File: config.mk
export PLATFORM = sky130hd
export DESIGN_NAME = ll1_assembly_token_parser
export DESIGN_NICKNAME = d
export VERILOG_FILES = /design/src/rtl/ll1atp_pkg.sv /design/src/rtl/ll1_assembly_token_parser.sv
export SDC_FILE = /design/constraint.sdc
export NUM_CORES = 1
export LEC_CHECK = 0
export BUFFER_PORTS_ARGS = -buffer_cell sky130_fd_sc_hd__buf_4
export CAP_MARGIN = 20
export CORE_UTILIZATION = 59
export DETAILED_ROUTE_END_ITERATION = 12
export PLACE_DENSITY_LB_ADDON = 0.2
export SYNTH_ARGS = -nofsm -noshare
export SYNTH_HDL_FRONTEND = slang
export SYNTH_SLANG_ARGS = --single-unit
File: constraint.sdc
create_clock -name aclk -period 13.7 [get_ports aclk]
set_clock_uncertainty 0.05 [all_clocks]
set_input_delay 4.11 -clock aclk [delete_from_list [all_inputs] [get_ports aclk]]
set_output_delay 4.11 -clock aclk [all_outputs]
set_load 0.02 [all_outputs]
File: src/rtl/ll1atp_pkg.sv
`default_nettype none
// ----------------------------------------------------------------------------
// ll1atp_pkg: symbols and rule tables for the assembly token parser
// Encodes stack symbols, result status codes, the rule selection per
// sub-state and the fixed pattern bodies pushed on expansion.
// ----------------------------------------------------------------------------
package ll1atp_pkg;

    typedef logic [5:0] sym_t;
    typedef logic [4:0] token_t;

    localparam int PAT_MAX = 5;

    typedef logic [PAT_MAX-1:0][5:0] pat_t;

    typedef struct packed {
        logic       hit;
        logic [4:0] rule;
    } rule_sel_t;

    // Status codes
    localparam logic [1:0] ST_PARSING  = 2'd0;
    localparam logic [1:0] ST_DONE     = 2'd1;
    localparam logic [1:0] ST_MISMATCH = 2'd2;
    localparam logic [1:0] ST_NO_RULE  = 2'd3;

    // Token codes that the rules look at
    localparam token_t T_REG      = 5'd0;
    localparam token_t T_IMM      = 5'd1;
    localparam token_t T_LAB      = 5'd2;
    localparam token_t T_COLON    = 5'd3;
    localparam token_t T_AND      = 5'd4;
    localparam token_t T_ORR      = 5'd5;
    localparam token_t T_XOR      = 5'd6;
    localparam token_t T_ADD      = 5'd7;
    localparam token_t T_SUB      = 5'd8;
    localparam token_t T_SHL      = 5'd9;
    localparam token_t T_SHR      = 5'd10;
    localparam token_t T_LBI      = 5'd11;
    localparam token_t T_BRC      = 5'd12;
    localparam token_t T_LDR      = 5'd13;
    localparam token_t T_STR      = 5'd14;
    localparam token_t T_SWP      = 5'd15;
    localparam token_t T_JPR      = 5'd16;
    localparam token_t T_JLR      = 5'd17;
    localparam token_t T_NOP      = 5'd18;
    localparam token_t T_HLT      = 5'd19;
    localparam token_t T_LD       = 5'd20;
    localparam token_t T_ST       = 5'd21;
    localparam token_t T_DS       = 5'd22;
    localparam token_t T_TO       = 5'd23;
    localparam token_t T_WORD     = 5'd24;
    localparam token_t T_ARRY     = 5'd25;
    localparam token_t T_ADDR     = 5'd26;
    localparam token_t T_EOF      = 5'd27;
    localparam token_t T_FLAG     = 5'd28;
    localparam token_t T_STRING   = 5'd29;
    localparam token_t T_QUESTION = 5'd30;

    // Stack symbols: tokens 0..30, actions 32..47, sub-states 51..58
    localparam sym_t SYM_REG      = 6'd0;
    localparam sym_t SYM_IMM      = 6'd1;
    localparam sym_t SYM_LAB      = 6'd2;
    localparam sym_t SYM_COLON    = 6'd3;
    localparam sym_t SYM_ACT_BASE = 6'd32;
    localparam sym_t SYM_NONE     = 6'd63;

    localparam sym_t S_START      = 6'd51;
    localparam sym_t S_ALU_TAIL   = 6'd52;
    localparam sym_t S_SHIFT_TAIL = 6'd53;
    localparam sym_t S_FLAG_REG   = 6'd54;
    localparam sym_t S_FLAG_IMM   = 6'd55;
    localparam sym_t S_REG_LABEL  = 6'd56;
    localparam sym_t S_DATA       = 6'd57;
    localparam sym_t S_ADDR_VAL   = 6'd58;

    // Pattern numbers used by the sub-state rules
    localparam logic [4:0] R_EMPTY     = 5'd17;
    localparam logic [4:0] R_ACT_RRR   = 5'd18;
    localparam logic [4:0] R_ACT_RI5   = 5'd19;
    localparam logic [4:0] R_ACT_RRI4  = 5'd20;
    localparam logic [4:0] R_PUSH_REG  = 5'd21;
    localparam logic [4:0] R_PUSH_IMM  = 5'd22;
    localparam logic [4:0] R_PUSH_LAB  = 5'd23;

    function automatic logic is_token(input sym_t v);
        return (v[5] == 1'b0) && (v[4:0] != 5'h1f);
    endfunction

    function automatic logic is_action(input sym_t v);
        return v[5:4] == 2'b10;
    endfunction

    function automatic sym_t act(input int n);
        return SYM_ACT_BASE + sym_t'(n);
    endfunction

    // First entry lands lowest, so it is pushed first
    function automatic pat_t pat5(input sym_t a, input sym_t b, input sym_t c,
                                  input sym_t d, input sym_t e);
        return {e, d, c, b, a};
    endfunction

    function automatic logic [2:0] pat_len(input logic [4:0] rule);
        logic [2:0] len;
        unique case (rule)
            5'd0, 5'd1, 5'd2, 5'd3, 5'd6, 5'd9, 5'd10: len = 3'd4;
            5'd5, 5'd7:                                len = 3'd5;
            5'd4, 5'd11, 5'd12, 5'd13, 5'd14,
            5'd15, 5'd16:                              len = 3'd3;
            5'd8:                                      len = 3'd2;
            5'd18, 5'd19, 5'd20, 5'd21, 5'd22, 5'd23:  len = 3'd1;
            default:                                   len = 3'd0;
        endcase
        return len;
    endfunction

    function automatic pat_t pat_body(input logic [4:0] rule);
        pat_t p;
        unique case (rule)
            5'd0:  p = pat5(S_START, S_ALU_TAIL, SYM_REG, SYM_REG, '0);
            5'd1:  p = pat5(S_START, S_SHIFT_TAIL, SYM_REG, SYM_REG, '0);
            5'd2:  p = pat5(S_START, S_SHIFT_TAIL, SYM_REG, S_FLAG_REG, '0);
            5'd3:  p = pat5(S_START, act(0), SYM_IMM, S_FLAG_REG, '0);
            5'd4:  p = pat5(S_START, act(1), S_FLAG_IMM, '0, '0);
            5'd5:  p = pat5(S_START, act(2), SYM_IMM, SYM_REG, SYM_REG);
            5'd6:  p = pat5(S_START, act(3), SYM_IMM, SYM_REG, '0);
            5'd7:  p = pat5(S_START, act(4), SYM_IMM, SYM_REG, SYM_REG);
            5'd8:  p = pat5(S_START, act(5), '0, '0, '0);
            5'd9:  p = pat5(S_START, act(6), SYM_LAB, SYM_REG, '0);
            5'd10: p = pat5(S_START, act(7), SYM_LAB, SYM_REG, '0);
            5'd11: p = pat5(S_START, act(8), SYM_REG, '0, '0);
            5'd12: p = pat5(S_START, act(9), S_REG_LABEL, '0, '0);
            5'd13: p = pat5(S_START, act(10), SYM_IMM, '0, '0);
            5'd14: p = pat5(S_START, act(11), S_DATA, '0, '0);
            5'd15: p = pat5(S_START, act(12), S_ADDR_VAL, '0, '0);
            5'd16: p = pat5(S_START, act(13), SYM_COLON, '0, '0);
            5'd18: p = pat5(act(14), '0, '0, '0, '0);
            5'd19: p = pat5(act(4), '0, '0, '0, '0);
            5'd20: p = pat5(act(15), '0, '0, '0, '0);
            5'd21: p = pat5(SYM_REG, '0, '0, '0, '0);
            5'd22: p = pat5(SYM_IMM, '0, '0, '0, '0);
            5'd23: p = pat5(SYM_LAB, '0, '0, '0, '0);
            default: p = '0;
        endcase
        return p;
    endfunction

    function automatic rule_sel_t start_rule(input token_t tok);
        rule_sel_t s;
        s.hit = 1'b1;
        unique case (tok)
            T_LAB:                                s.rule = 5'd16;
            T_AND, T_ORR, T_XOR, T_ADD, T_SUB:   s.rule = 5'd0;
            T_SHL:                                s.rule = 5'd1;
            T_SHR:                                s.rule = 5'd2;
            T_LBI:                                s.rule = 5'd3;
            T_BRC:                                s.rule = 5'd4;
            T_LDR, T_STR, T_SWP:                  s.rule = 5'd5;
            T_JPR:                                s.rule = 5'd6;
            T_JLR:                                s.rule = 5'd7;
            T_NOP, T_HLT:                         s.rule = 5'd8;
            T_LD:                                 s.rule = 5'd9;
            T_ST:                                 s.rule = 5'd10;
            T_DS:                                 s.rule = 5'd11;
            T_TO:                                 s.rule = 5'd12;
            T_WORD:                               s.rule = 5'd13;
            T_ARRY:                               s.rule = 5'd14;
            T_ADDR:                               s.rule = 5'd15;
            T_EOF:                                s.rule = R_EMPTY;
            default: begin
                s.hit  = 1'b0;
                s.rule = '0;
            end
        endcase
        return s;
    endfunction

    function automatic rule_sel_t select_rule(input sym_t sub, input token_t tok);
        rule_sel_t s;
        s.hit  = 1'b0;
        s.rule = '0;
        unique case (sub)
            S_START: s = start_rule(tok);
            S_ALU_TAIL: begin
                if (tok == T_REG) s = '{hit: 1'b1, rule: R_ACT_RRR};
                if (tok == T_IMM) s = '{hit: 1'b1, rule: R_ACT_RI5};
            end
            S_SHIFT_TAIL: begin
                if (tok == T_REG) s = '{hit: 1'b1, rule: R_ACT_RRR};
                if (tok == T_IMM) s = '{hit: 1'b1, rule: R_ACT_RRI4};
            end
            S_FLAG_REG: begin
                if (tok == T_FLAG) s = '{hit: 1'b1, rule: R_PUSH_REG};
                if (tok == T_REG)  s = '{hit: 1'b1, rule: R_EMPTY};
            end
            S_FLAG_IMM: begin
                if (tok == T_FLAG) s = '{hit: 1'b1, rule: R_PUSH_IMM};
                if (tok == T_IMM)  s = '{hit: 1'b1, rule: R_EMPTY};
            end
            S_REG_LABEL: begin
                if (tok == T_REG) s = '{hit: 1'b1, rule: R_PUSH_LAB};
                if (tok == T_LAB) s = '{hit: 1'b1, rule: R_EMPTY};
            end
            S_DATA: begin
                if (tok == T_STRING || tok == T_IMM) s = '{hit: 1'b1, rule: R_EMPTY};
            end
            S_ADDR_VAL: begin
                if (tok == T_IMM || tok == T_QUESTION) s = '{hit: 1'b1, rule: R_EMPTY};
            end
            default: s.hit = 1'b0;
        endcase
        return s;
    endfunction

endpackage
`default_nettype wire

File: src/rtl/ll1_assembly_token_parser.sv
`default_nettype none
// ----------------------------------------------------------------------------
// ll1_assembly_token_parser: table-driven LL(1) recogniser for assembly tokens
//
//   channel  dir  tdata (low bit up)                     tuser
//   s_       in   token_code[4:0], zero pad [7:5]        restart
//   m_       out  status[1:0], action_valid, action_code[6:3], pad [7]
//
// One word per cycle unless m_ stalls: the stack top, rule table and pattern
// push are worked out in one combinational pass between the stack registers
// and the result register, and m_tvalid rises in the cycle after acceptance.
// aresetn (synchronous) leaves the start sub-state alone on the stack.
// A word is taken while the result register is empty or being drained, so
// a stall on m_ only holds s_tready low once a result is waiting.
// ----------------------------------------------------------------------------
module ll1_assembly_token_parser #(
    parameter int STACK_DEPTH = 8
) (
    input  wire logic       aclk,
    input  wire logic       aresetn,
    input  wire logic       s_tvalid,
    output logic            s_tready,
    input  wire logic [7:0] s_tdata,   // token_code[4:0], zero [7:5]
    input  wire logic       s_tuser,   // restart
    output logic            m_tvalid,
    input  wire logic       m_tready,
    output logic [7:0]      m_tdata    // status[1:0], action_valid[2], action_code[6:3]
);
    import ll1atp_pkg::*;

    localparam int CNT_W = $clog2(STACK_DEPTH + 1);
    localparam int IDX_W = $clog2(STACK_DEPTH);
    // Actions sit only just above a start sub-state, so two levels suffice
    localparam int DISCARD_MAX = 2;

    sym_t             stack_reg [STACK_DEPTH];
    sym_t             stack_next[STACK_DEPTH];
    logic [CNT_W-1:0] count_reg, count_next;
    logic             error_reg, error_next;
    logic             m_tvalid_reg;
    logic [7:0]       m_tdata_reg;

    token_t           token;
    logic             restart;
    logic             accept;

    logic [CNT_W-1:0] cnt_w;
    logic [CNT_W-1:0] base_w;
    logic [CNT_W-1:0] mid_w;
    logic [CNT_W:0]   end_w;
    sym_t             top_w;
    sym_t             top_after;
    rule_sel_t        sel_w;
    pat_t             pat_w;
    logic [2:0]       plen_w;
    logic             ok_w;
    logic [1:0]       status_w;
    logic             act_valid_w;
    logic [3:0]       act_code_w;

    assign token    = s_tdata[4:0];
    assign restart  = s_tuser;
    assign s_tready = !m_tvalid_reg || m_tready;
    assign accept   = s_tvalid && s_tready;
    assign m_tvalid = m_tvalid_reg;
    assign m_tdata  = m_tdata_reg;

    always_comb begin
        stack_next  = stack_reg;
        count_next  = count_reg;
        error_next  = error_reg;
        status_w    = ST_PARSING;
        act_valid_w = 1'b0;
        act_code_w  = '0;
        cnt_w       = count_reg;
        base_w      = '0;
        mid_w       = '0;
        end_w       = '0;
        top_w       = SYM_NONE;
        top_after   = SYM_NONE;
        sel_w       = '0;
        pat_w       = '0;
        plen_w      = '0;
        ok_w        = 1'b0;

        if (count_reg != '0) begin
            top_w = stack_reg[IDX_W'(count_reg - 1'b1)];
        end

        if (restart) begin
            stack_next[0] = S_START;
            count_next    = CNT_W'(1);
            error_next    = 1'b0;
        end else if (error_reg) begin
            // hold everything; report what is on top
            status_w = (count_reg != '0 && is_token(top_w)) ? ST_MISMATCH : ST_NO_RULE;
        end else begin
            // drop stale actions from the top
            for (int d = 0; d < DISCARD_MAX; d++) begin
                if (cnt_w != '0 && is_action(stack_reg[IDX_W'(cnt_w - 1'b1)])) begin
                    cnt_w = cnt_w - 1'b1;
                end
            end
            count_next = cnt_w;
            top_w      = (cnt_w != '0) ? stack_reg[IDX_W'(cnt_w - 1'b1)] : SYM_NONE;
            base_w     = cnt_w - 1'b1;
            sel_w      = select_rule(top_w, token);
            pat_w      = pat_body(sel_w.rule);
            plen_w     = pat_len(sel_w.rule);

            if (cnt_w == '0) begin
                error_next = 1'b1;
                status_w   = ST_NO_RULE;
            end else if (is_token(top_w)) begin
                if (top_w == {1'b0, token}) begin
                    mid_w = base_w;
                    ok_w  = 1'b1;
                end else begin
                    error_next = 1'b1;
                    status_w   = ST_MISMATCH;
                end
            end else if (!sel_w.hit) begin
                error_next = 1'b1;
                status_w   = ST_NO_RULE;
            end else begin
                // replace the sub-state by its pattern, clipped at STACK_DEPTH
                for (int j = 0; j < STACK_DEPTH; j++) begin
                    if (j >= int'(base_w) && (j - int'(base_w)) < int'(plen_w)) begin
                        stack_next[j] = pat_w[3'(j - int'(base_w))];
                    end
                end
                end_w = {1'b0, base_w} + (CNT_W + 1)'(plen_w);
                mid_w = (end_w > (CNT_W + 1)'(STACK_DEPTH)) ?
                        CNT_W'(STACK_DEPTH) : end_w[CNT_W-1:0];
                ok_w  = 1'b1;
            end

            if (ok_w) begin
                if (mid_w != '0) begin
                    top_after = stack_next[IDX_W'(mid_w - 1'b1)];
                end
                // pop and report an exposed action
                if (mid_w != '0 && is_action(top_after)) begin
                    act_valid_w = 1'b1;
                    act_code_w  = top_after[3:0];
                    mid_w       = mid_w - 1'b1;
                end
                status_w   = (mid_w == '0) ? ST_DONE : ST_PARSING;
                count_next = mid_w;
            end
        end
    end

    always_ff @(posedge aclk) begin
        if (!aresetn) begin
            stack_reg[0] <= S_START;
            count_reg    <= CNT_W'(1);
            error_reg    <= 1'b0;
            m_tvalid_reg <= 1'b0;
        end else begin
            if (accept) begin
                stack_reg    <= stack_next;
                count_reg    <= count_next;
                error_reg    <= error_next;
                m_tvalid_reg <= 1'b1;
            end else if (m_tready) begin
                m_tvalid_reg <= 1'b0;
            end
        end
    end

    always_ff @(posedge aclk) begin
        if (accept) begin
            m_tdata_reg <= {1'b0, act_code_w, act_valid_w, status_w};
        end
    end

endmodule
`default_nettype wire
==> reports/metrics.json <==
{
  "setup_path": {
    "cpLargestDelayFamily": "compound AO/OA/AOI/OAI gates",
    "crit_fanout": 14,
    "reg2regPathDepth": 47,
    "timing.critical_path.mode_cell": "sky130_fd_sc_hd__inv_1",
    "cp_slowest_stage_delay_ps": 590,
    "worst-path-buf-inv": 8,
    "worstSetupStartpointType": "flip-flop",
    "timing.critical_path.required_ps": 13810,
    "launch_instance_of_the_worst_register_to_register_path": "count_reg[1]$_SDFFE_PN0P_",
    "timing_worst_setup_path_type": "reg2reg",
    "setup.worst_path.start": "count_reg[1]$_SDFFE_PN0P_",
    "worstSetupPathDepth": 47,
    "crit_path_top_delay_cell": "sky130_fd_sc_hd__or4_1",
    "worst_setup_end_kind": "flip-flop",
    "worstPathArrival_ps": 12990
  },
  "logic_synthesis": {
    "synth.lib_cells_used.distinct": 105,
    "asyncSetResetFlopFracSynth_pct": 0,
    "ys_warn_count": 0,
    "synth_area_mm2": 0.007582,
    "synth_top_flop_cell": "sky130_fd_sc_hd__edfxtp_1",
    "synth.mux.area_fraction_pct": 11.19,
    "ys_seq_elements": 61,
    "postSynthNetCount": 1005,
    "ys_seq_area_share_pct": 22.57,
    "synth_compound_area_share_pct": 26.47,
    "yosys.area_share.simple_pct": 25.61,
    "synth_top_family_by_area": "compound AO/OA/AOI/OAI gates",
    "post_synth_fa_ha_maj_area_fraction_pct": 6.700,
    "synthCells": 952,
    "synth-xor-area-share_pct": 1.832,
    "synth_edf_count": 49,
    "synth.avg_cell_area_um2": 7.965
  },
  "die": {
    "die_y_um": 115.4,
    "io_pins": 23,
    "start_util_pct": 60.33,
    "design.die.area_mm2": 0.01331,
    "row_cnt": 41,
    "core_area_mm2": 0.01257,
    "die-width_um": 115.4
  },
  "detailed_routing": {
    "drt-met1-wl_um": 11340,
    "dr_total_vias": 7896,
    "drt_drc_violations_left": 0,
    "drt_first_iter_violations": 1030,
    "avgRoutedWirePerCell_um": 23.79,
    "detail_route.first_pass.iterations": 7,
    "drt-vias-per-instance": 7.019,
    "topRoutingLayerUsed": "met4",
    "finalWirelength_um": 26760,
    "route.met2.wl_um": 11840,
    "routed-wl-met3_um": 2524,
    "count_of_nets_left_with_antenna_violations_after_detail_routing": 0
  },
  "final_layout": {
    "final_core_util_pct": 65.04,
    "finalInstanceArea_mm2": 0.008174,
    "multi_input_gate_area_mm2": 0.005490,
    "layout-drive-gt1-share_pct": 11.96,
    "final_net_count": 1001,
    "layout.filler_cells": 1155,
    "count_of_antenna_diodes_in_the_layout": 0,
    "layout.area.seq_mm2": 0.001712,
    "largest_reg_flops": 48,
    "area.growth.synth_to_final_pct": 7.805
  },
  "clocking": {
    "htree_levels": 3,
    "cts.sinks": 61,
    "cts_max_path_bufs": 2,
    "tritoncts": "yes",
    "clkTransAtPathRegs_ps": 50,
    "clk-insertion-delay-late_ps": 340,
    "cts_inserted_buffers": 9,
    "clk_root_buffer_cell": "sky130_fd_sc_hd__clkbuf_16",
    "ctsHoldBuffers": 0
  },
  "timing": {
    "whs_ps": 466.8,
    "fin_crit_ps": 12880,
    "report.final.setup_viol": 0,
    "final-hold-violation-count": 0,
    "top_achievable_clock_speed_mhz": 77.66,
    "max_slew.worst_pin.slew_ps": 1117,
    "timing.setup.tns_ps": 0,
    "rsz0062_at_grt": "false",
    "max-slew-margin-rel_pct": 25.07,
    "layout_worst_path_cycle_share_pct": 93.99,
    "report.final.slew_viol_count": 0
  },
  "global_route": {
    "global_route.overflow_total": 0,
    "pin_count_of_the_biggest_net_entering_global_routing": 50,
    "grt_pass1_vias": 7120,
    "grt_use_total_pct": 41.35,
    "grt_antenna_before_repair": 0,
    "grt_pass1_wl_um": 40870
  },
  "hold_path": {
    "timing.hold.worst.start": "stack_reg[43]$_SDFFE_PN1P_",
    "hold_depth": 2,
    "min-delay-path-class": "reg2reg"
  },
  "placement": {
    "finalWeightedCongestion": 1.015,
    "place.detailed.hpwl_um": 20650,
    "place_area_mm2": 0.007833,
    "io_buffers": 18
  },
  "run_status": {
    "result_of_the_run": "complete, no violations"
  },
  "job": {
    "max_cap_viol_count": 0
  }
}
layout by cell type, fill, tap and decap left out, types with 10 or more instances in the layout:
cell type / count
sky130_fd_sc_hd__nor3_1: 26
sky130_fd_sc_hd__inv_1: 43
sky130_fd_sc_hd__buf_4: 36
sky130_fd_sc_hd__a21o_1: 10
sky130_fd_sc_hd__nor4_1: 11
sky130_fd_sc_hd__o21ai_0: 75
sky130_fd_sc_hd__mux2i_1: 44
sky130_fd_sc_hd__nand4_1: 19
sky130_fd_sc_hd__edfxtp_1: 49
sky130_fd_sc_hd__a21oi_1: 47
sky130_fd_sc_hd__nor2b_1: 11
sky130_fd_sc_hd__nor2_1: 79
sky130_fd_sc_hd__dfxtp_1: 12
sky130_fd_sc_hd__nand3_1: 43
sky130_fd_sc_hd__nand2_1: 126
sky130_fd_sc_hd__ha_1: 36
sky130_fd_sc_hd__mux2_2: 10
sky130_fd_sc_hd__o211ai_1: 13
sky130_fd_sc_hd__and3_1: 10
sky130_fd_sc_hd__mux4_2: 11
final timing paths:
| path | to | slack, ps |
|---|---|---|
| worst max-delay path | m_tdata[0]$_SDFFCE_PP0P_ | 820 |
| worst min-delay path | stack_reg[43]$_SDFFE_PN1P_ | 470 |
| worst max register to register | m_tdata[0]$_SDFFCE_PP0P_ | 820 |
| worst min register to register | stack_reg[43]$_SDFFE_PN1P_ | 470 |
what timing repair did:
action                                 4_1_cts  5_1_grt
endpoints found under the hold margin        0        0
setup buffers                                0        1
setup endpoints to repair                    0       10
resized for setup                            0        8
cell families (layout without fill, tap and decap cells):
group,count (synthesis),after routing
other,1,1
muxes,69,69
adders and majority gates,40,40
and+or+nand+nor,389,389
xor gates and xnor gates,15,15
buffers and inverters,99,100
DFF,61,61
AOI/OAI and AO/OA,278,278
cells in the mapped netlist, drive strengths merged, types with 13 or more instances:
master	n	area [µm²]
inv	45	173.9
clkbuf	33	123.9
ha	39	488.0
nand4	19	118.9
mux2	13	150.1
nor2	79	296.5
nand3	43	215.2
o211ai	15	131.4
a21oi	47	235.2
nor3	27	135.1
nand2	126	473.0
buf	19	117.6
o21ai	82	414.1
mux2i	45	450.4
edfxtp	49	1471
area by class of cell:
type | count | share of cell area [%]
timing repair buffer | 37 | 3.368
clock buffer | 9 | 2.755
multi-input combinational | 792 | 67.17
inverter | 47 | 2.220
tap | 172 | 2.633
clock inverter | 7 | 0.9184
sequential | 61 | 20.94
per-layer routing:
metal	global-route usage [%]	vias to the layer above
met4	18.10	0
met2	64.15	450
met1	56.88	3797
li1	-	3582
met3	6.537	67
met5	0	-
tightest hold or removal path: stages, from the launching register on:
cell and delay (ps):
sky130_fd_sc_hd__dfxtp_1 350, sky130_fd_sc_hd__inv_1 70, sky130_fd_sc_hd__a21oi_1 60
metrics by stage:
stage	setup slack, ps	cells
after floorplan	478.5	952
after global placement	485.9	1107
after detailed placement	320.1	1107
after CTS	271.4	1123
after global routing	121.0	1125
final	823.1	1125
Power is left out: the tool's default activity adds up to more than one toggle a clock period on the data nets, which glitch-free logic cannot reach.
